## config.mk

```make
export PLATFORM = sky130hd
export DESIGN_NAME = bgre_ram
export DESIGN_NICKNAME = d
export VERILOG_FILES = /design/src/sv/bgre_ram.sv
export SDC_FILE = /design/constraint.sdc
export NUM_CORES = 1
export LEC_CHECK = 0
export ABC_AREA = 0
export CAP_MARGIN = 25
export CORE_UTILIZATION = 62
export CTS_CLUSTER_DIAMETER = 80
export DETAILED_ROUTE_END_ITERATION = 8
export DONT_BUFFER_PORTS = 1
export PLACE_DENSITY = 0.74
export SETUP_SLACK_MARGIN = 0.2
export SYNTH_ARGS = -nofsm -noshare
export SYNTH_HDL_FRONTEND = slang
export SYNTH_SLANG_ARGS = --single-unit
```

## constraint.sdc

```tcl
create_clock -name i_clk -period 1.8 [get_ports i_clk]
set_input_delay 0.09 -clock i_clk [delete_from_list [all_inputs] [get_ports i_clk]]
set_output_delay 0.09 -clock i_clk [all_outputs]
set_load 0.005 [all_outputs]
```

## src/sv/bgre_ram.sv

```systemverilog
module bgre_ram #(
    parameter int DEPTH = 64,
    parameter int WIDTH = 7,
    localparam int AW   = $clog2(DEPTH)
) (
    input  logic             i_clk,
    input  logic             i_we,
    input  logic [AW-1:0]    i_waddr,
    input  logic [WIDTH-1:0] i_wdata,
    input  logic [AW-1:0]    i_raddr,
    output logic [WIDTH-1:0] o_rdata
);

    logic [WIDTH-1:0] r_mem [DEPTH];

    // one write port, one registered read port, old data on a collision
    always_ff @(posedge i_clk) begin
        if (i_we) begin
            r_mem[i_waddr] <= i_wdata;
        end
        o_rdata <= r_mem[i_raddr];
    end

endmodule

```

==> results.sh, run 1 <==
export IMPL_critPathSlowestCell="mux4_2"
export IMPL_ys_seq_area_frac=0.771
export IMPL_synth_area_per_cell_sq_um=21.3
export IMPL_ys_async_sr_fraction=0
export IMPL_fp_dieArea_sq_um=29100
export IMPL_wire_per_inst_um=29.7
export IMPL_p_per_area_nw_per_um2=1060
export IMPL_fin_setup_tns_ns=0
export IMPL_worstPathArrival_ns=2.12
export IMPL_tritoncts="yes"
export IMPL_dp_hpwl_um=22400
export IMPL_synth_area_leaders="edfxtp_1, mux4_2, nor2_1"
export IMPL_syn_nets=848
export IMPL_required_ns=2.23
export IMPL_routed_wl_um=40100
export IMPL_fill_cells=1514
export IMPL_drt_pass1_iterations=5
export IMPL_slew_headroom=0.492
export IMPL_die_w_um=171
export IMPL_min_delay_path_class="in2reg"
export IMPL_cp_end_kind="register"
export IMPL_cts_sinks=455
export IMPL_grt_max_degree=105
export IMPL_setup_ws_ns=0.115
export IMPL_ys_flop_type="edfxtp_1"
export IMPL_worst_slew_pin_slew_ns=0.759
export IMPL_final_core_util=0.735
export IMPL_placed_area_sq_um=18400
export IMPL_routabilityCongestion=0.839
export IMPL_routed_via_density=6.73
export IMPL_ys_warn_count=0
export IMPL_num_vias=9079
export IMPL_syn_instance_count=827
export IMPL_netlist_area_sq_um=17600
export IMPL_rsz0062_at_grt="yes"
export IMPL_antenna_found_initial=1
export IMPL_cp_top_family="compound AO/OA/AOI/OAI gates"
export IMPL_fin_skew_ns=0.0157
export IMPL_crit_type="reg2reg"
export IMPL_ctsLongestPathBuffers=3
export IMPL_rows=61
export IMPL_fin_area_sq_um=20500
export IMPL_h_tree_depth=2
export IMPL_layout_nets=957
export IMPL_critPathMaxFanout=1
export IMPL_timing_final_crit_share=0.936
export IMPL_start_kind="register"
export IMPL_post_cts_buffers=0
export IMPL_clk_pin_slew_worst_paths_ns=0.06
export IMPL_synth_distinct_cells=38
export IMPL_synth_top_cell_area_share=0.763
export IMPL_drive_above_1_share=0.305
export IMPL_die_h_um=171
export IMPL_drcViolationCount=0
export IMPL_seq_area_sq_um=13600
export IMPL_grt_ovfl_total=0
export IMPL_place_port_buffers=0
export IMPL_drv_slew=0
export IMPL_track_usage=0.287
export IMPL_crit_path_max_incr_delay_ns=0.49
export IMPL_synthTopCellsByCount="edfxtp_1, mux4_2, nor2_1"
export IMPL_place_ws_ns=-0.00274
export IMPL_yosysMostFrequentCell="edfxtp_1"
export IMPL_grt_pass1_wl_um=58500
export IMPL_core_area_sq_um=27900
export IMPL_drtIter0Drc=1331
export IMPL_cts_root_buf="clkbuf_16"
export IMPL_grt_pass1_vias=9063
export IMPL_synth_top_area_cell="edfxtp_1"
export IMPL_setup_viol=0
export IMPL_boundaryPins=28
export IMPL_max_vdd_ir_drop_mv=0.902
export IMPL_synth_edff_count=448
export IMPL_status="completed"
export IMPL_path_cells="mux4_2 -> a22oi_2 -> a41oi_2 -> a41o_1"
export IMPL_clock_latency_ns=0.54
export IMPL_finalPower_mw=21.7
export IMPL_ant_nets=0
export IMPL_cp_num_buf_inv=0
export IMPL_finalHoldViolCount=0
export IMPL_power_leakage_nw=6.52
export IMPL_fin_crit_ns=1.69
export IMPL_cts_made_buffers=44
export IMPL_multiInputGateArea_sq_um=3970
export IMPL_fmaxAchievable_mhz=593
export IMPL_area_growth_pct=16.1
export IMPL_cap_viol_max_count=0
export IMPL_initial_utilization=0.633
export IMPL_synth_seq_cells=455
worst paths after layout:
| check | start | to | slack, ns | cells past startpoint |
|---|---|---|---|---|
| max | r_mem[33][0] | o_rdata[0] | 0.11 | 4 |
| min | i_raddr[2] | o_rdata[4] | 0.004 | 3 |
| max reg2reg | r_mem[33][0] | o_rdata[0] | 0.11 | 4 |
| min reg2reg | r_mem[14][5] | o_rdata[5] | 0.94 | 4 |
sequential cells by signal, indices dropped and copies added, names as in the netlist:
name / flops
r_mem: 448
o_rdata: 7
where the power goes:
part           total, mW  switching (mW)  internal (mW)
Sequential          11.8          0.0443           11.7
Clock               8.97            3.75           5.22
Combinational      0.966           0.515          0.451
worst register-to-register path: cells and delay by family, from the launching register on:
family | cells | cell delay [ns]
muxes | 1 | 0.49
DFF | 1 | 0.42
AOI/OAI and AO/OA | 3 | 0.66
area by class of cell:
type,count,share of cell area
clock inverters,24,0.00984
diodes,2,0.000244
repair buffers,108,0.0492
well taps,378,0.0231
clock buffers,56,0.0595
inverters,2,0.000367
flip-flops and latches,455,0.664
multi-input cells,325,0.194
layer usage:
layer	wire length [um]	up-vias	track usage	share of wire
met4	1090	0	0.0991	0.027
met3	3700	82	0.0574	0.092
met1	15200	4726	0.395	0.38
li1	-	3685	-	-
met5	0	-	0	0
met2	20100	586	0.467	0.50
stage by stage:
step	instances	hold slack [ns]
2_1_floorplan	827	0.189
3_3_place_gp	1240	0.194
3_5_place_dp	1240	0.193
4_1_cts	1347	0.0184
5_1_grt	1349	-0.0171
6_report	1350	0.00409
cells by family (layout without fill, tap and decap cells):
group	Yosys count	in the layout	share of synthesized area
and+or+nand+nor	130	130	0.0343
other	0	2	0
AOI/OAI and AO/OA	65	65	0.0262
DFF	455	455	0.771
buffers and inverters	47	190	0.0153
muxes	130	130	0.153
placed cells by master (no fill, tap or decap), types with 5 or more instances in the layout:
cell           Yosys  final
a21oi_1            7      7
a22oi_1            8      5
buf_16             0      7
buf_4              5     79
clkbuf_1          18      7
clkbuf_16          0     46
clkinv_1           0      8
clkinv_2           0     10
dfxtp_1            7      7
dlygate4sd3_1      0     21
edfxtp_1         448    448
mux2i_1           16      9
mux4_2           112    112
nand2_1            8      7
nand2b_1           6      6
nand3_1            9      8
nor2_1            76     74
nor2b_1            5      5
nor3_1             8      6
o221ai_1           9      5
o22ai_1           12     10
o31ai_1            8      6
repair_timing:
action | CTS | global route
pin swaps | 7 | 1
hold buffers | 27 | 1
endpoints found under the setup margin | 6 | 15
resized for setup | 26 | 13
hold endpoints to repair | 496 | 1
No activity file was read; power rests on OpenSTA's default activity.
==> run 2: changes to the inputs <==
--- a/config.mk
+++ b/config.mk
@@ -7,11 +7,13 @@
 export LEC_CHECK = 0
 export ABC_AREA = 0
 export CAP_MARGIN = 25
-export CORE_UTILIZATION = 62
+export CELL_PAD_IN_SITES_DETAIL_PLACEMENT = 0
+export CELL_PAD_IN_SITES_GLOBAL_PLACEMENT = 1
+export CORE_UTILIZATION = 56
 export CTS_CLUSTER_DIAMETER = 80
 export DETAILED_ROUTE_END_ITERATION = 8
 export DONT_BUFFER_PORTS = 1
-export PLACE_DENSITY = 0.74
+export PLACE_DENSITY = 0.75
 export SETUP_SLACK_MARGIN = 0.2
 export SYNTH_ARGS = -nofsm -noshare
 export SYNTH_HDL_FRONTEND = slang
==> constraint.sdc (replaced) <==
create_clock -name i_clk -period 1.58 [get_ports i_clk]
set_input_delay 0.079 -clock i_clk [delete_from_list [all_inputs] [get_ports i_clk]]
set_output_delay 0.079 -clock i_clk [all_outputs]
set_load 0.005 [all_outputs]
==> run 2 against run 1 <==
Net effect: setup slack worse by 0.24 ns; critical path type unchanged; the run now ends with negative hold slack, negative setup slack left; power is 20% higher; first-iteration DRC count is 23% lower; maximum frequency is 1.4% lower.
==> results.sh, run 2 (same netlist as run 1, synthesis figures left out) <==
export IMPL_ant_nets=0
export IMPL_p_per_area_nw_per_um2=1260
export IMPL_layout_nets=947
export IMPL_clk_pin_slew_worst_paths_ns=0.06
export IMPL_status="complete, but fails checks"
export IMPL_rsz0062_at_grt="yes"
export IMPL_seq_area_sq_um=13600
export IMPL_min_path_cells=1
export IMPL_cap_viol_max_count=0
export IMPL_dp_hpwl_um=22600
export IMPL_core_area_sq_um=30700
export IMPL_cts_root_buf="clkbuf_16"
export IMPL_sequentialPowerShare=0.513
export IMPL_regMostFlops="r_mem"
export IMPL_power_share_switching=0.196
export IMPL_h_tree_depth=2
export IMPL_drt_pass1_iterations=7
export IMPL_min_from="i_raddr[5]"
export IMPL_fin_crit_ns=1.71
export IMPL_min_delay_path_class="in2reg"
export IMPL_reg2reg_depth=4
export IMPL_grt_max_degree=105
export IMPL_drive_above_1_share=0.345
export IMPL_worstPathArrival_ns=2.11
export IMPL_initial_utilization=0.574
export IMPL_rows=64
export IMPL_clock_latency_ns=0.55
export IMPL_antenna_found_initial=2
export IMPL_cp_end_kind="register"
export IMPL_boundaryPins=28
export IMPL_r2r_end="o_rdata[2]"
export IMPL_internal_power_mw=21.0
export IMPL_post_cts_buffers=0
export IMPL_routed_via_density=6.46
export IMPL_drtIter0Drc=1025
export IMPL_comb_power_share=0.044
export IMPL_max_vdd_ir_drop_mv=1.05
export IMPL_final_common_cell="edfxtp_1"
export IMPL_grt_ovfl_total=0
export IMPL_final_cell_mix="edfxtp_1, mux4_2, buf_4"
export IMPL_timing_final_crit_share=1.08
export IMPL_power_leakage_nw=6.58
export IMPL_setup_viol=6
export IMPL_worst_slew_pin_slew_ns=0.775
export IMPL_violations="negative hold slack, negative setup slack"
export IMPL_finalPower_mw=26.1
export IMPL_area_growth_pct=17.9
export IMPL_worst_hold_slack_ns=-0.351
export IMPL_ctsLongestPathBuffers=3
export IMPL_drv_slew=0
export IMPL_largest_reg_flops=448
export IMPL_wire_per_inst_um=29.2
export IMPL_crit_type="reg2reg"
export IMPL_fill_cells=1924
export IMPL_setup_ws_ns=-0.129
export IMPL_multiInputGateArea_sq_um=4150
export IMPL_power_switching_mw=5.11
export IMPL_die_h_um=179
export IMPL_track_usage=0.252
export IMPL_reg2reg_slack_ns=-0.13
export IMPL_num_vias=8797
export IMPL_slew_headroom=0.481
export IMPL_grt_pass1_vias=9011
export IMPL_cts_made_buffers=46
export IMPL_tritoncts="yes"
export IMPL_drcViolationCount=0
export IMPL_critPathMaxFanout=1
export IMPL_whs_endpoint="o_rdata[2]"
export IMPL_grt_pass1_wl_um=58300
export IMPL_routabilityCongestion=0.867
export IMPL_fp_dieArea_sq_um=32200
export IMPL_required_ns=1.99
export IMPL_p_clk_frac=0.443
export IMPL_dp_cells=1251
export IMPL_fin_skew_ns=0.0217
export IMPL_start_kind="register"
export IMPL_final_cell_count_no_fill=1361
export IMPL_die_w_um=179
export IMPL_place_port_buffers=0
export IMPL_cts_sinks=455
export IMPL_finalHoldViolCount=5
export IMPL_r2r_start="r_mem[37][2]"
export IMPL_reg_top3="r_mem (448), o_rdata (7)"
export IMPL_routed_wl_um=39700
export IMPL_fmaxAchievable_mhz=585
## run 2: cell types whose count changed in the layout (fill, tap and decap cells not counted), moves of 4 or more
cell | before | now
dlygate4sd3_1 | 21 | 15
a21oi_2 | 0 | 4
buf_4 | 79 | 70
o22ai_1 | 10 | 6
nor2_1 | 74 | 56
nor2_4 | 1 | 8
bufinv_16 | 3 | 10
nor2_2 | 1 | 12
a21oi_1 | 7 | 3
o22ai_2 | 1 | 5
a211oi_1 | 4 | 0
## run 2: through the flow
| stage | setup slack, ns | area, sq um | TNS (ns) | utilization | hold slack (ns) |
|---|---|---|---|---|---|
| after CTS | -0.0817 | 20700 | -0.321 | 0.673 | -0.367 |
| after floorplan | 0.0756 | 17800 | 0 | - | 0.178 |
| after global routing | -0.126 | 20800 | -0.581 | 0.676 | -0.371 |
| final | -0.129 | 20800 | -0.357 | 0.676 | -0.351 |
| after detailed placement | -0.226 | 18500 | -1.04 | 0.602 | 0.184 |
| after global placement | -0.239 | 18500 | -1.06 | 0.602 | 0.183 |
## run 2: worst max-delay path by stage
stage | startpoint | endpoint | slack (ns)
global placement | r_mem[14][2] | o_rdata[2] | -0.24
detailed placement | r_mem[11][2] | o_rdata[2] | -0.23
finish | r_mem[37][2] | o_rdata[2] | -0.13
global route | r_mem[33][2] | o_rdata[2] | -0.13
floorplan | i_waddr[1] | r_mem[27][0] | 0.08
CTS | r_mem[40][4] | o_rdata[4] | -0.08
## run 2: power by group through the flow
stage	Combinational, mW	Sequential (mW)	Clock, mW
after floorplan	0.727	13.6	0
after global placement	0.741	13.7	0
after global routing	1.21	13.4	12.2
after CTS	1.12	13.4	11.7
after detailed placement	0.748	13.7	0
final	1.15	13.4	11.6
## run 2: final cells by class
class                           count  area share
Clock inverter                     33      0.0206
Antenna cell                        2    0.000241
Sequential cell                   455       0.654
Tap cell                          396      0.0238
Multi-Input combinational cell    325       0.199
Inverter                            2    0.000361
Timing Repair Buffer               96      0.0440
Clock buffer                       52      0.0579
## run 2: what timing repair did
action / CTS / global route
hold endpoints to repair: 508 / 6
pin swaps: 13 / 7
endpoints found under the setup margin: 7 / 14
resized for setup: 47 / 16
hold buffers: 22 / 1
## run 2: critical path: stages (launching register included)
cell	delay, ns
edfxtp_1	0.36
mux4_2	0.49
a22oi_2	0.27
a41o_1	0.35
o31ai_4	0.11
## run 2: layer usage
layer | track usage | wire, um
met1 | 0.355 | 15500
met5 | 0 | 0
met4 | 0.0838 | 1150
met2 | 0.398 | 19200
met3 | 0.0577 | 3950
