### config.mk
export PLATFORM = sky130hd
export DESIGN_NAME = bgre_scan
export DESIGN_NICKNAME = d
export VERILOG_FILES = /design/src/sv/bgre_pkg.sv /design/src/sv/bgre_ram.sv /design/src/sv/bgre_scan.sv
export SDC_FILE = /design/constraint.sdc
export NUM_CORES = 1
export LEC_CHECK = 0
export ABC_CLOCK_PERIOD_IN_PS = 4080
export BUFFER_PORTS_ARGS = -buffer_cell sky130_fd_sc_hd__buf_2
export CAP_MARGIN = 20
export CELL_PAD_IN_SITES_DETAIL_PLACEMENT = 1
export CELL_PAD_IN_SITES_GLOBAL_PLACEMENT = 1
export CORE_MARGIN = 3
export CORE_UTILIZATION = 47
export CTS_CLUSTER_DIAMETER = 50
export DETAILED_ROUTE_END_ITERATION = 8
export GPL_TIMING_DRIVEN = 1
export PLACE_DENSITY = 0.82
export SLEW_MARGIN = 20
export SYNTH_ARGS = -nofsm -noshare
export SYNTH_HDL_FRONTEND = slang
export SYNTH_SLANG_ARGS = --single-unit
### constraint.sdc
create_clock -name i_clk -period 4.08 [get_ports i_clk]
set_clock_uncertainty 0.15 [all_clocks]
set_input_delay 1.224 -clock i_clk [delete_from_list [all_inputs] [get_ports i_clk]]
set_output_delay 1.224 -clock i_clk [all_outputs]
set_load 0.03 [all_outputs]
### src/sv/bgre_pkg.sv
package bgre_pkg;

    // grid geometry
    localparam int MAX_DIM    = 64;
    localparam int CELL_COUNT = MAX_DIM * MAX_DIM;
    localparam int IDX_W      = $clog2(MAX_DIM);
    localparam int DIM_W      = $clog2(MAX_DIM + 1);
    localparam int ADDR_W     = $clog2(CELL_COUNT);
    localparam int CNT_W      = $clog2(CELL_COUNT + 1);
    localparam int AREA_W     = 13;

    // configuration register indexes
    localparam int CFG_IDX_W = 1;
    localparam logic [CFG_IDX_W-1:0] CFG_ROWS = 1'b0;
    localparam logic [CFG_IDX_W-1:0] CFG_COLS = 1'b1;

    typedef enum logic [1:0] {
        ST_LOAD,
        ST_SCAN,
        ST_HOLD
    } t_state;

    typedef struct packed {
        logic [IDX_W-1:0]  tall_row;
        logic [IDX_W-1:0]  tall_col;
        logic [DIM_W-1:0]  tall_height;
        logic [IDX_W-1:0]  wide_row;
        logic [IDX_W-1:0]  wide_col;
        logic [DIM_W-1:0]  wide_width;
        logic [IDX_W-1:0]  big_row;
        logic [IDX_W-1:0]  big_col;
        logic [AREA_W-1:0] big_area;
    } t_result;

    // zero counts as one, anything above the maximum as the maximum
    function automatic logic [DIM_W-1:0] clamp_dim(input logic [DIM_W-1:0] v);
        logic [DIM_W-1:0] res;
        res = v;
        if (v == '0) begin
            res = DIM_W'(1);
        end else if (v > DIM_W'(MAX_DIM)) begin
            res = DIM_W'(MAX_DIM);
        end
        return res;
    endfunction

endpackage

### src/sv/bgre_ram.sv
module bgre_ram #(
    parameter int DEPTH = 64,
    parameter int WIDTH = 7,
    localparam int AW   = $clog2(DEPTH)
) (
    input  logic             i_clk,
    input  logic             i_we,
    input  logic [AW-1:0]    i_waddr,
    input  logic [WIDTH-1:0] i_wdata,
    input  logic [AW-1:0]    i_raddr,
    output logic [WIDTH-1:0] o_rdata
);

    logic [WIDTH-1:0] r_mem [DEPTH];

    // one write port, one registered read port, old data on a collision
    always_ff @(posedge i_clk) begin
        if (i_we) begin
            r_mem[i_waddr] <= i_wdata;
        end
        o_rdata <= r_mem[i_raddr];
    end

endmodule

### src/sv/bgre_scan.sv
module bgre_scan (
    input  logic                          i_clk,
    input  logic                          i_rst_n,
    input  logic                          i_start,
    input  logic [bgre_pkg::DIM_W-1:0]    i_rows,
    input  logic [bgre_pkg::DIM_W-1:0]    i_cols,
    input  logic [bgre_pkg::CNT_W-1:0]    i_total,
    output logic [bgre_pkg::ADDR_W-1:0]   o_rd_addr,
    input  logic                          i_rd_data,
    output logic                          o_done,
    output bgre_pkg::t_result             o_result
);

    // issue stage: walks the grid in reverse raster order
    logic                          r_busy;
    logic [bgre_pkg::ADDR_W-1:0]   r_addr;
    logic [bgre_pkg::IDX_W-1:0]    r_row;
    logic [bgre_pkg::IDX_W-1:0]    r_col;
    logic [bgre_pkg::IDX_W-1:0]    r_rows_m1;
    logic [bgre_pkg::IDX_W-1:0]    r_cols_m1;

    // stage 1: memory data back, runs computed
    logic                          r_s1_vld;
    logic [bgre_pkg::IDX_W-1:0]    r_s1_row;
    logic [bgre_pkg::IDX_W-1:0]    r_s1_col;
    logic                          r_s1_last_row;
    logic                          r_s1_last_col;
    logic                          r_s1_fwd;
    logic                          r_s1_end;
    logic [bgre_pkg::DIM_W-1:0]    r_h_last;
    logic [bgre_pkg::DIM_W-1:0]    r_w_last;

    // stage 2: run compare and area product
    logic                          r_s2_vld;
    logic [bgre_pkg::IDX_W-1:0]    r_s2_row;
    logic [bgre_pkg::IDX_W-1:0]    r_s2_col;
    logic [bgre_pkg::DIM_W-1:0]    r_s2_h;
    logic [bgre_pkg::DIM_W-1:0]    r_s2_w;
    logic                          r_s2_end;

    // stage 3: area compare
    logic                          r_s3_vld;
    logic [bgre_pkg::IDX_W-1:0]    r_s3_row;
    logic [bgre_pkg::IDX_W-1:0]    r_s3_col;
    logic [bgre_pkg::AREA_W-1:0]   r_s3_area;
    logic                          r_s3_end;

    logic                          r_done;
    bgre_pkg::t_result             r_best;

    logic [bgre_pkg::CNT_W-1:0]    total_m1;
    logic [bgre_pkg::DIM_W-1:0]    rows_m1;
    logic [bgre_pkg::DIM_W-1:0]    cols_m1;
    logic [bgre_pkg::DIM_W-1:0]    down_q;
    logic [bgre_pkg::DIM_W-1:0]    below;
    logic [bgre_pkg::DIM_W-1:0]    s1_h;
    logic [bgre_pkg::DIM_W-1:0]    s1_w;
    logic [2*bgre_pkg::DIM_W-1:0]  s2_prod;

    assign total_m1  = i_total - bgre_pkg::CNT_W'(1);
    assign rows_m1   = i_rows - bgre_pkg::DIM_W'(1);
    assign cols_m1   = i_cols - bgre_pkg::DIM_W'(1);
    assign o_rd_addr = r_addr;

    // down run of the row below, one entry per column
    bgre_ram #(
        .DEPTH (bgre_pkg::MAX_DIM),
        .WIDTH (bgre_pkg::DIM_W)
    ) u_down_mem (
        .i_clk   (i_clk),
        .i_we    (r_s1_vld),
        .i_waddr (r_s1_col),
        .i_wdata (s1_h),
        .i_raddr (r_col),
        .o_rdata (down_q)
    );

    // address walk
    always_ff @(posedge i_clk) begin
        if (!i_rst_n) begin
            r_busy <= 1'b0;
        end else if (i_start) begin
            r_busy <= 1'b1;
        end else if (r_busy && r_addr == '0) begin
            r_busy <= 1'b0;
        end
    end

    always_ff @(posedge i_clk) begin
        if (i_start) begin
            r_addr    <= total_m1[bgre_pkg::ADDR_W-1:0];
            r_row     <= rows_m1[bgre_pkg::IDX_W-1:0];
            r_col     <= cols_m1[bgre_pkg::IDX_W-1:0];
            r_rows_m1 <= rows_m1[bgre_pkg::IDX_W-1:0];
            r_cols_m1 <= cols_m1[bgre_pkg::IDX_W-1:0];
        end else if (r_busy) begin
            r_addr <= r_addr - bgre_pkg::ADDR_W'(1);
            if (r_col == '0) begin
                r_col <= r_cols_m1;
                r_row <= r_row - bgre_pkg::IDX_W'(1);
            end else begin
                r_col <= r_col - bgre_pkg::IDX_W'(1);
            end
        end
    end

    // stage 1 capture; forward when the cell below was computed last cycle
    always_ff @(posedge i_clk) begin
        if (!i_rst_n) begin
            r_s1_vld <= 1'b0;
        end else begin
            r_s1_vld <= r_busy;
        end
    end

    always_ff @(posedge i_clk) begin
        r_s1_row      <= r_row;
        r_s1_col      <= r_col;
        r_s1_last_row <= (r_row == r_rows_m1);
        r_s1_last_col <= (r_col == r_cols_m1);
        r_s1_fwd      <= r_s1_vld && (r_s1_col == r_col);
        r_s1_end      <= (r_addr == '0);
    end

    // run lengths of this cell
    always_comb begin
        if (r_s1_last_row) begin
            below = '0;
        end else if (r_s1_fwd) begin
            below = r_h_last;
        end else begin
            below = down_q;
        end
        s1_h = '0;
        s1_w = '0;
        if (i_rd_data) begin
            s1_h = below + bgre_pkg::DIM_W'(1);
            s1_w = r_s1_last_col ? bgre_pkg::DIM_W'(1) : r_w_last + bgre_pkg::DIM_W'(1);
        end
    end

    always_ff @(posedge i_clk) begin
        if (r_s1_vld) begin
            r_h_last <= s1_h;
            r_w_last <= s1_w;
        end
    end

    // stage 2 capture
    always_ff @(posedge i_clk) begin
        if (!i_rst_n) begin
            r_s2_vld <= 1'b0;
        end else begin
            r_s2_vld <= r_s1_vld;
        end
    end

    always_ff @(posedge i_clk) begin
        r_s2_row <= r_s1_row;
        r_s2_col <= r_s1_col;
        r_s2_h   <= s1_h;
        r_s2_w   <= s1_w;
        r_s2_end <= r_s1_end;
    end

    assign s2_prod = r_s2_h * r_s2_w;

    // stage 3 capture
    always_ff @(posedge i_clk) begin
        if (!i_rst_n) begin
            r_s3_vld <= 1'b0;
            r_done   <= 1'b0;
        end else begin
            r_s3_vld <= r_s2_vld;
            r_done   <= r_s3_vld && r_s3_end;
        end
    end

    always_ff @(posedge i_clk) begin
        r_s3_row  <= r_s2_row;
        r_s3_col  <= r_s2_col;
        r_s3_area <= s2_prod[bgre_pkg::AREA_W-1:0];
        r_s3_end  <= r_s2_end;
    end

    // running best; reverse order, so ties go to the later-seen cell
    always_ff @(posedge i_clk) begin
        if (i_start) begin
            r_best <= '0;
        end else begin
            if (r_s2_vld && r_s2_h != '0 && r_s2_h >= r_best.tall_height) begin
                r_best.tall_height <= r_s2_h;
                r_best.tall_row    <= r_s2_row;
                r_best.tall_col    <= r_s2_col;
            end
            if (r_s2_vld && r_s2_w != '0 && r_s2_w >= r_best.wide_width) begin
                r_best.wide_width <= r_s2_w;
                r_best.wide_row   <= r_s2_row;
                r_best.wide_col   <= r_s2_col;
            end
            if (r_s3_vld && r_s3_area != '0 && r_s3_area >= r_best.big_area) begin
                r_best.big_area <= r_s3_area;
                r_best.big_row  <= r_s3_row;
                r_best.big_col  <= r_s3_col;
            end
        end
    end

    assign o_done   = r_done;
    assign o_result = r_best;

endmodule

==> implementation parameters, run 1 <==
Parameter                              Value

Outcome
  Outcome ... finished, final reports clean

Worst setup path
  CP arrival ... roughly 4.4 ns
  CP Capture Type ... flip-flop
  Worst EP required ... between 4 and 5 ns
  Setup Crit Path Kind ... reg -> reg
  Maximum fanout along the worst path ... 3
  Setup slack, reg-to-reg ... 0.07 ns
  Launch instance of the worst register-to-register path ... r_s2_h[3]
  Source of the critical timing path ... r_s2_h[3]
  Capturing point of the worst reg2reg path ... r_s3_area[10]
  Sort of element at the start of the critical path ... flip-flop
  R2r worst-path depth ... 16

Placement
  IO Port Bufs ... 103
  Worst slack at placement ... -0.08050 ns
  RD Place Congestion ... around 0.83
  HPWL after DPL ... 43,210 µm
  Total instance count after detailed placement ... 2,506

Logic synthesis
  Number of warnings issued by yosys ... 0
  Synthesized flop and latch total ... roughly 640
  Syn Inst Count ... 1,689
  Area share of the largest cell type after synthesis ... 56.40%
  Number of enable-type register cells in the synthesized netlist ... 498
  Avg Inst Size Synth ... 15.70 µm²
  Number of library cell types mapped by synthesis ... 55
  Leading cell types by total area after synthesis ... sky130_fd_sc_hd__edfxtp_1 (56%), sky130_fd_sc_hd__dfxtp_1 (11%), sky130_fd_sc_hd__mux4_2 (9.0%), sky130_fd_sc_hd__ha_1 (3.1%), sky130_fd_sc_hd__mux2i_1 (2.2%)
  Post-Syn Nets ... roughly 1,800
  Count leader, synth ... sky130_fd_sc_hd__edfxtp_1
  Proportion of synthesized flip-flops having asynchronous set or reset ... 0%
  Cell area after synthesis ... approximately 27,000 µm²
  Ranking of synthesized cells by instance count ... sky130_fd_sc_hd__edfxtp_1 (498), sky130_fd_sc_hd__nor2_1 (147), sky130_fd_sc_hd__dfxtp_1 (144)
  Portion of the post-synthesis area used by sequential elements ... approximately two thirds
  Top cell type by total area after synthesis ... sky130_fd_sc_hd__edfxtp_1
  Prevailing post-synth register cell ... sky130_fd_sc_hd__edfxtp_1

CTS
  CTS Buffer Depth ... 3
  Clock transition at path regs ... 0.06 ns
  TritonCTS clock tree ... done
  H-Tree Depth ... 3
  Latest clock arrival within the worst-skew pair ... 0.61 ns
  Inserted Clock Buffers ... 70
  Number of clock sinks ... roughly 640
  Count of hold-fix buffers inserted at cts ... 0
  Root buffer cell ... sky130_fd_sc_hd__clkbuf_16

Power
  Post-route total power ... ~0.017 W
  Leakage power summed over all cells ... ~11 nW
  Total power density per cell area ... around 550 nW/µm²
  Highest ir drop seen on vdd ... between 0.0003 and 0.0004 V

GRT
  Global route hottest layer ... met2
  Vias in the first global route ... 16,930
  Global-route congestion overflow total ... 0
  Global-route wire length before repair ... ~110,000 µm
  Maximum number of pins on one net before global-route repair ... slightly below 60
  Overall global routing resource usage ... 23.65%
  Global routing met1 resource utilization ... a little under a third
  M3 GR Usage ... ~4.1%
  GR Layer Usage met2 ... about 40%
  Antenna violations before repair ... 0

Layout
  Final #Nets ... 1,949
  Share of layout cells above drive strength 1 ... between 20% and 30%
  Diode count ... 0
  Area growth from synthesis to layout ... 14.65%
  Storage cell area ... roughly 18,000 µm²
  Area of the multi-input gates ... 8132 µm²
  Number of standard cells in the final layout excluding fillers ... between 2,000 and 3,000
  Filler Cells Inserted ... around 5,200
  Fin util ... about 55%

Routing
  Number of iterations in the first detailed-routing pass ... 5
  Final antenna-violating net count ... 0
  Average wire length per cell after detail routing ... 26.44 µm
  Number of violations reported at the end of detailed-routing iteration 0 ... between 1,500 and 2,000
  Number of vias after detailed routing ... 15,640
  Sum of routed wire length over all layers ... about 70,000 µm
  Number of vias per cell after detailed routing ... 5.942
  DRC violations left ... 0

STA
  Headroom to the max-slew limit ... 32.10%
  Final Hold Viols ... 0
  Slew at the pin closest to its max-slew limit ... approximately 1 ns
  Final count of negative-setup-slack endpoints ... 0
  Share of the clock period used by the worst path after layout ... between 90% and 100%
  RSZ-0062 raised after global routing ... yes
  Pins Over Slew Limit ... 0
  Accumulated negative setup slack ... 0 ns
  Final setup slack of the worst path ... between 0.06 and 0.07 ns
  Maximum frequency from static timing analysis ... approximately 250 MHz
  Minimum clock period ... 4.014 ns

Floorplanning
  Die Height ... ~240 µm
  Cell row count ... 86
  Die area ... 59,300 µm²
  Starting Density ... 47.85%
  Horizontal extent of the die ... roughly 240 µm
  Core region area ... ~55,000 µm²
  I/O pin cnt ... about 110

Hold path
  Worst hold path type ... reg -> reg
  End point of the most critical hold path ... r_s2_row[5]
  Critical hold path startpoint ... r_s1_row[5]
  Number of cells traversed by the worst hold path ... 0

Flow run
  Max-cap check violation count ... 0
[routing by layer]
layer	share of wire (%)	up-vias
met3	7.1	147
met1	39	8086
met5	0	-
met2	50	706
li1	-	6700
met4	3.2	0
[area by class of cell]
type / instances / area share (%)
Inverter: 65 / 0.8026
Sequential cell: 642 / 58.69
Clock inverter: 40 / 1.239
Multi-Input combinational cell: 902 / 26.75
Clock buffer: 86 / 6.232
Tap cell: 748 / 3.079
Timing Repair Buffer: 149 / 3.211
[cell families after synthesis]
| family | count (synthesis) | synth area share (%) |
|---|---|---|
| adders and majority gates | 88 | 4.804 |
| DFF | 642 | 67.27 |
| xor gates and xnor gates | 67 | 2.213 |
| AOI/OAI and AO/OA | 173 | 4.714 |
| buffers and inverters | 145 | 2.341 |
| and+or+nand+nor | 411 | 7.498 |
| muxes | 163 | 11.16 |
[what timing repair did]
action	4_1_cts	5_1_grt
endpoints found under the hold margin	0	0
pin swaps	1	7
setup buffers	0	1
resized for setup	3	13
setup endpoints to repair	3	5
[worst max-delay path, stage by stage (launching register included)]
cell and delay [ns]:
sky130_fd_sc_hd__dfxtp_2 0.32, sky130_fd_sc_hd__and2_4 0.15, sky130_fd_sc_hd__fa_1 0.54, sky130_fd_sc_hd__inv_2 0.04, sky130_fd_sc_hd__fa_1 0.55, sky130_fd_sc_hd__inv_2 0.04
sky130_fd_sc_hd__fa_1 0.47, sky130_fd_sc_hd__inv_1 0.05, sky130_fd_sc_hd__fa_1 0.49, sky130_fd_sc_hd__inv_2 0.05, sky130_fd_sc_hd__ha_4 0.27, sky130_fd_sc_hd__nand2_2 0.05
sky130_fd_sc_hd__o211ai_1 0.21, sky130_fd_sc_hd__a21oi_2 0.12, sky130_fd_sc_hd__o21bai_1 0.18, sky130_fd_sc_hd__a21oi_2 0.08, sky130_fd_sc_hd__xnor2_1 0.13
[worst max path at each step]
stage / slack [ns] / depth (start not counted) / end
floorplan: 0.09 / 16 / r_s3_area[12]
global placement: -0.03 / 16 / r_s3_area[12]
detailed placement: -0.08 / 16 / r_s3_area[12]
CTS: 0.003 / 16 / r_s3_area[10]
global route: -0.07 / 16 / r_s3_area[10]
finish: 0.07 / 16 / r_s3_area[10]
[state kept, by name, indices dropped and copies added, names as in the netlist, 7 cells and up]
name and flops:
r_s2_h 7, o_result 63, r_w_last 7, o_rd_addr 12, u_down_mem.o_rdata 7, r_s2_w 7, r_s3_area 13, r_h_last 7
u_down_mem.r_mem 448
[power breakdown]
part           switching [W]  internal, W
logic                0.00172     0.000930
registers           0.000227      0.00763
clock network        0.00269      0.00355
total                0.00464       0.0121
[metrics by stage]
step / cell area [µm²] / hold slack [ns]
2_1_floorplan: 26510 / 0.1596
3_3_place_gp: 28070 / 0.1624
3_5_place_dp: 28070 / 0.1635
4_1_cts: 30350 / 0.1796
5_1_grt: 30400 / 0.1755
6_report: 30400 / 0.1771
[cell usage in the layout, fill, tap and decap left out, types with 18 or more instances in the layout]
cell                        instances
sky130_fd_sc_hd__dfxtp_1          142
sky130_fd_sc_hd__fa_1              23
sky130_fd_sc_hd__mux2i_1           57
sky130_fd_sc_hd__xor2_1            29
sky130_fd_sc_hd__o21ai_0           23
sky130_fd_sc_hd__xnor2_1           37
sky130_fd_sc_hd__nand2_1           70
sky130_fd_sc_hd__edfxtp_1         498
sky130_fd_sc_hd__o22ai_1           18
sky130_fd_sc_hd__nor3_1            57
sky130_fd_sc_hd__buf_4             38
sky130_fd_sc_hd__and2_1            39
sky130_fd_sc_hd__clkbuf_16         72
sky130_fd_sc_hd__inv_1             61
sky130_fd_sc_hd__ha_1              64
sky130_fd_sc_hd__a21oi_1           24
sky130_fd_sc_hd__mux4_2           106
sky130_fd_sc_hd__buf_2            102
sky130_fd_sc_hd__nor2_1           147
sky130_fd_sc_hd__a31o_2            32
No activity file was read; power rests on OpenSTA's default activity.
==> run 2, diff against run 1 <==
--- a/config.mk
+++ b/config.mk
@@ -16,6 +16,7 @@
 export DETAILED_ROUTE_END_ITERATION = 8
 export GPL_TIMING_DRIVEN = 1
 export PLACE_DENSITY = 0.82
+export SETUP_SLACK_MARGIN = 0.15
 export SLEW_MARGIN = 20
 export SYNTH_ARGS = -nofsm -noshare
 export SYNTH_HDL_FRONTEND = slang
==> implementation parameters, run 2 (synthesis gave the netlist of run 1 again) <==
Parameter                              Value

Floorplanning
  Die Height ... ~240 µm
  Cell row count ... 86
  Die area ... 59,300 µm²
  Horizontal extent of the die ... 243.5 µm
  Core region area ... ~55,000 µm²
  I/O pin cnt ... about 110
  Starting Density ... 47.85%

Placement
  RD Place Congestion ... just under 0.9
  IO Port Bufs ... a little over 100
  HPWL after DPL ... about 44,000 µm
  Total instance count after detailed placement ... 2,512

STA
  Maximum frequency from static timing analysis ... between 200 and 300 MHz
  Pins Over Slew Limit ... 0
  Share of the clock period used by the worst path after layout ... between 90% and 100%
  Final Hold Viols ... 0
  Headroom to the max-slew limit ... between 30% and 40%
  Minimum clock period ... between 3 and 4 ns
  Slew at the pin closest to its max-slew limit ... 1.027 ns
  Final count of negative-setup-slack endpoints ... 0
  RSZ-0062 raised after global routing ... yes

Layout
  Number of standard cells in the final layout excluding fillers ... ~2,600
  Final #Nets ... roughly 2,000
  Most flop-heavy register ... u_down_mem.r_mem
  Area growth from synthesis to layout ... 15.31%
  Leading cell types in the layout, fill and taps excluded ... sky130_fd_sc_hd__edfxtp_1 (498), sky130_fd_sc_hd__nor2_1 (147), sky130_fd_sc_hd__dfxtp_1 (142)
  Fin util ... around 55%
  Share of layout cells above drive strength 1 ... a little under a quarter
  Number of flip-flops under the largest register name ... about 450
  Most common cell after layout, fill and taps aside ... sky130_fd_sc_hd__edfxtp_1
  Filler Cells Inserted ... 5,210

Worst setup path
  CP Capture Type ... flip-flop
  Critical path buffer and inverter count ... 4
  Maximum fanout along the worst path ... 3
  Critical path's slowest cell ... sky130_fd_sc_hd__fa_1
  Family with the most delay on the worst path ... adder cells
  Capturing point of the worst reg2reg path ... r_s3_area[10]
  Sort of element at the start of the critical path ... flip-flop
  Setup slack, reg-to-reg ... between 0.1 and 0.15 ns
  CP peak stage delay ... about 0.56 ns
  CP cell instances ... and2_4 -> fa_1 -> inv_2 -> fa_1 -> inv_1 -> fa_1 -> inv_1 -> fa_1 -> inv_2 -> ha_4 -> nand2_4 -> o211ai_1 -> a21oi_2 -> o21bai_1 -> a21oi_1 -> xnor2_1
  CP arrival ... 4.30 ns
  Launch instance of the worst register-to-register path ... r_s2_h[5]
  Setup Crit Path Kind ... reg -> reg
  Worst path most repeated cell ... sky130_fd_sc_hd__fa_1
  Worst EP required ... around 4.4 ns
  R2r worst-path depth ... 16

CTS
  Latest clock arrival within the worst-skew pair ... approximately 0.62 ns
  TritonCTS clock tree ... done
  Inserted Clock Buffers ... between 70 and 80
  CTS Buffer Depth ... 3
  Clock transition at path regs ... approximately 0.06 ns
  Number of clock sinks ... roughly 640
  Post-CTS Setup Repair Bufs ... 0
  Root buffer cell ... sky130_fd_sc_hd__clkbuf_16
  H-Tree Depth ... 3
  Count of hold-fix buffers inserted at cts ... 0

Power
  Total power density per cell area ... 559.0 nW/µm²
  Leakage power summed over all cells ... around 11 nW
  Highest ir drop seen on vdd ... between 0.0003 and 0.0004 V

GRT
  Vias in the first global route ... 17,100
  Global-route wire length before repair ... ~110,000 µm
  Overall global routing resource usage ... a little under a quarter
  Antenna violations before repair ... 1
  Global-route congestion overflow total ... 0
  Maximum number of pins on one net before global-route repair ... 76

Hold path
  Worst hold path type ... reg -> reg
  Number of cells traversed by the worst hold path ... 0
  End point of the most critical hold path ... r_s3_end
  Critical hold path startpoint ... r_s2_end

Routing
  Number of violations reported at the end of detailed-routing iteration 0 ... ~1,300
  Average wire length per cell after detail routing ... 26.20 µm
  Number of iterations in the first detailed-routing pass ... 5
  Final antenna-violating net count ... 0
  Number of vias after detailed routing ... roughly 16,000
  DRC violations left ... 0
  Number of vias per cell after detailed routing ... about 5.9
  Sum of routed wire length over all layers ... between 60,000 and 70,000 µm

Outcome
  Outcome ... finished, final reports clean

Flow run
  Max-cap check violation count ... 0
==> run 2: cell types whose count changed in the layout (fill, tap and decap cells not counted), moves of 2 or more <==
cell,delta
sky130_fd_sc_hd__bufinv_16,+2
sky130_fd_sc_hd__buf_12,-3
sky130_fd_sc_hd__inv_16,-2
sky130_fd_sc_hd__inv_6,+3
sky130_fd_sc_hd__clkbuf_16,+8
sky130_fd_sc_hd__clkbuf_8,-2
sky130_fd_sc_hd__buf_4,+9
sky130_fd_sc_hd__clkinv_2,-7
sky130_fd_sc_hd__clkbuf_1,+5
sky130_fd_sc_hd__clkinvlp_4,+2
sky130_fd_sc_hd__clkinv_4,-3
==> run 2: what timing repair did <==
action / in CTS / in global routing
resized for setup: 10 / 8
endpoints found under the setup margin: 5 / 5
cloned: 0 / 0
pin swaps: 9 / 10
==> run 2: power by group <==
| part | total, W | internal, W | switching [W] |
|---|---|---|---|
| registers | 0.00787 | 0.00764 | 0.000237 |
| logic | 0.00263 | 0.000928 | 0.00170 |
| clock network | 0.00659 | 0.00395 | 0.00264 |
==> run 2: worst max-delay path by stage <==
| stage | startpoint | endpoint | slack [ns] | cells after the start |
|---|---|---|---|---|
| finish | r_s2_h[5] | r_s3_area[10] | 0.12 | 16 |
| global route | r_s2_h[5] | r_s3_area[10] | -0.008 | 16 |
| CTS | r_s2_h[3] | r_s3_area[12] | 0.07 | 16 |
| detailed placement | r_s2_h[5] | r_s3_area[11] | -0.009 | 15 |
| global placement | r_s2_h[5] | r_s3_area[12] | 0.02 | 16 |
| floorplan | r_s2_w[1] | r_s3_area[12] | 0.15 | 16 |
==> run 2: per-layer routing <==
layer	up-vias	global-route usage (%)	part of all wire (%)
li1	6728	-	-
met1	8119	30.08	39
met2	699	39.45	50
met3	158	5.250	7.4
met4	0	8.770	3.6
met5	-	0	0
==> run 2: metrics by stage <==
stage               power (W)  worst slack [ns]  setup TNS [ns]  instance area, µm²  hold WS [ns]
detailed placement    0.01055         -0.009020       -0.009020               28080        0.1644
floorplan            0.009535            0.1526               0               26520        0.1596
finish                0.01709            0.1194               0               30570        0.1780
global placement      0.01037           0.01516               0               28080        0.1637
CTS                   0.01716           0.06777               0               30540        0.1781
global route          0.01774         -0.008431       -0.008431               30570        0.1813
==> run 2: cell type report <==
| type | count | area (µm²) | area share [%] |
|---|---|---|---|
| antenna | 1 | 2.502 | 0.008185 |
| clock buffer | 98 | 2093 | 6.847 |
| clock inverter | 33 | 337.8 | 1.105 |
| inverter | 65 | 244.0 | 0.7980 |
| multi-input combinational | 902 | 8137 | 26.61 |
| sequential | 642 | 17840 | 58.35 |
| tap | 748 | 935.9 | 3.061 |
| timing repair buffer | 155 | 983.4 | 3.217 |
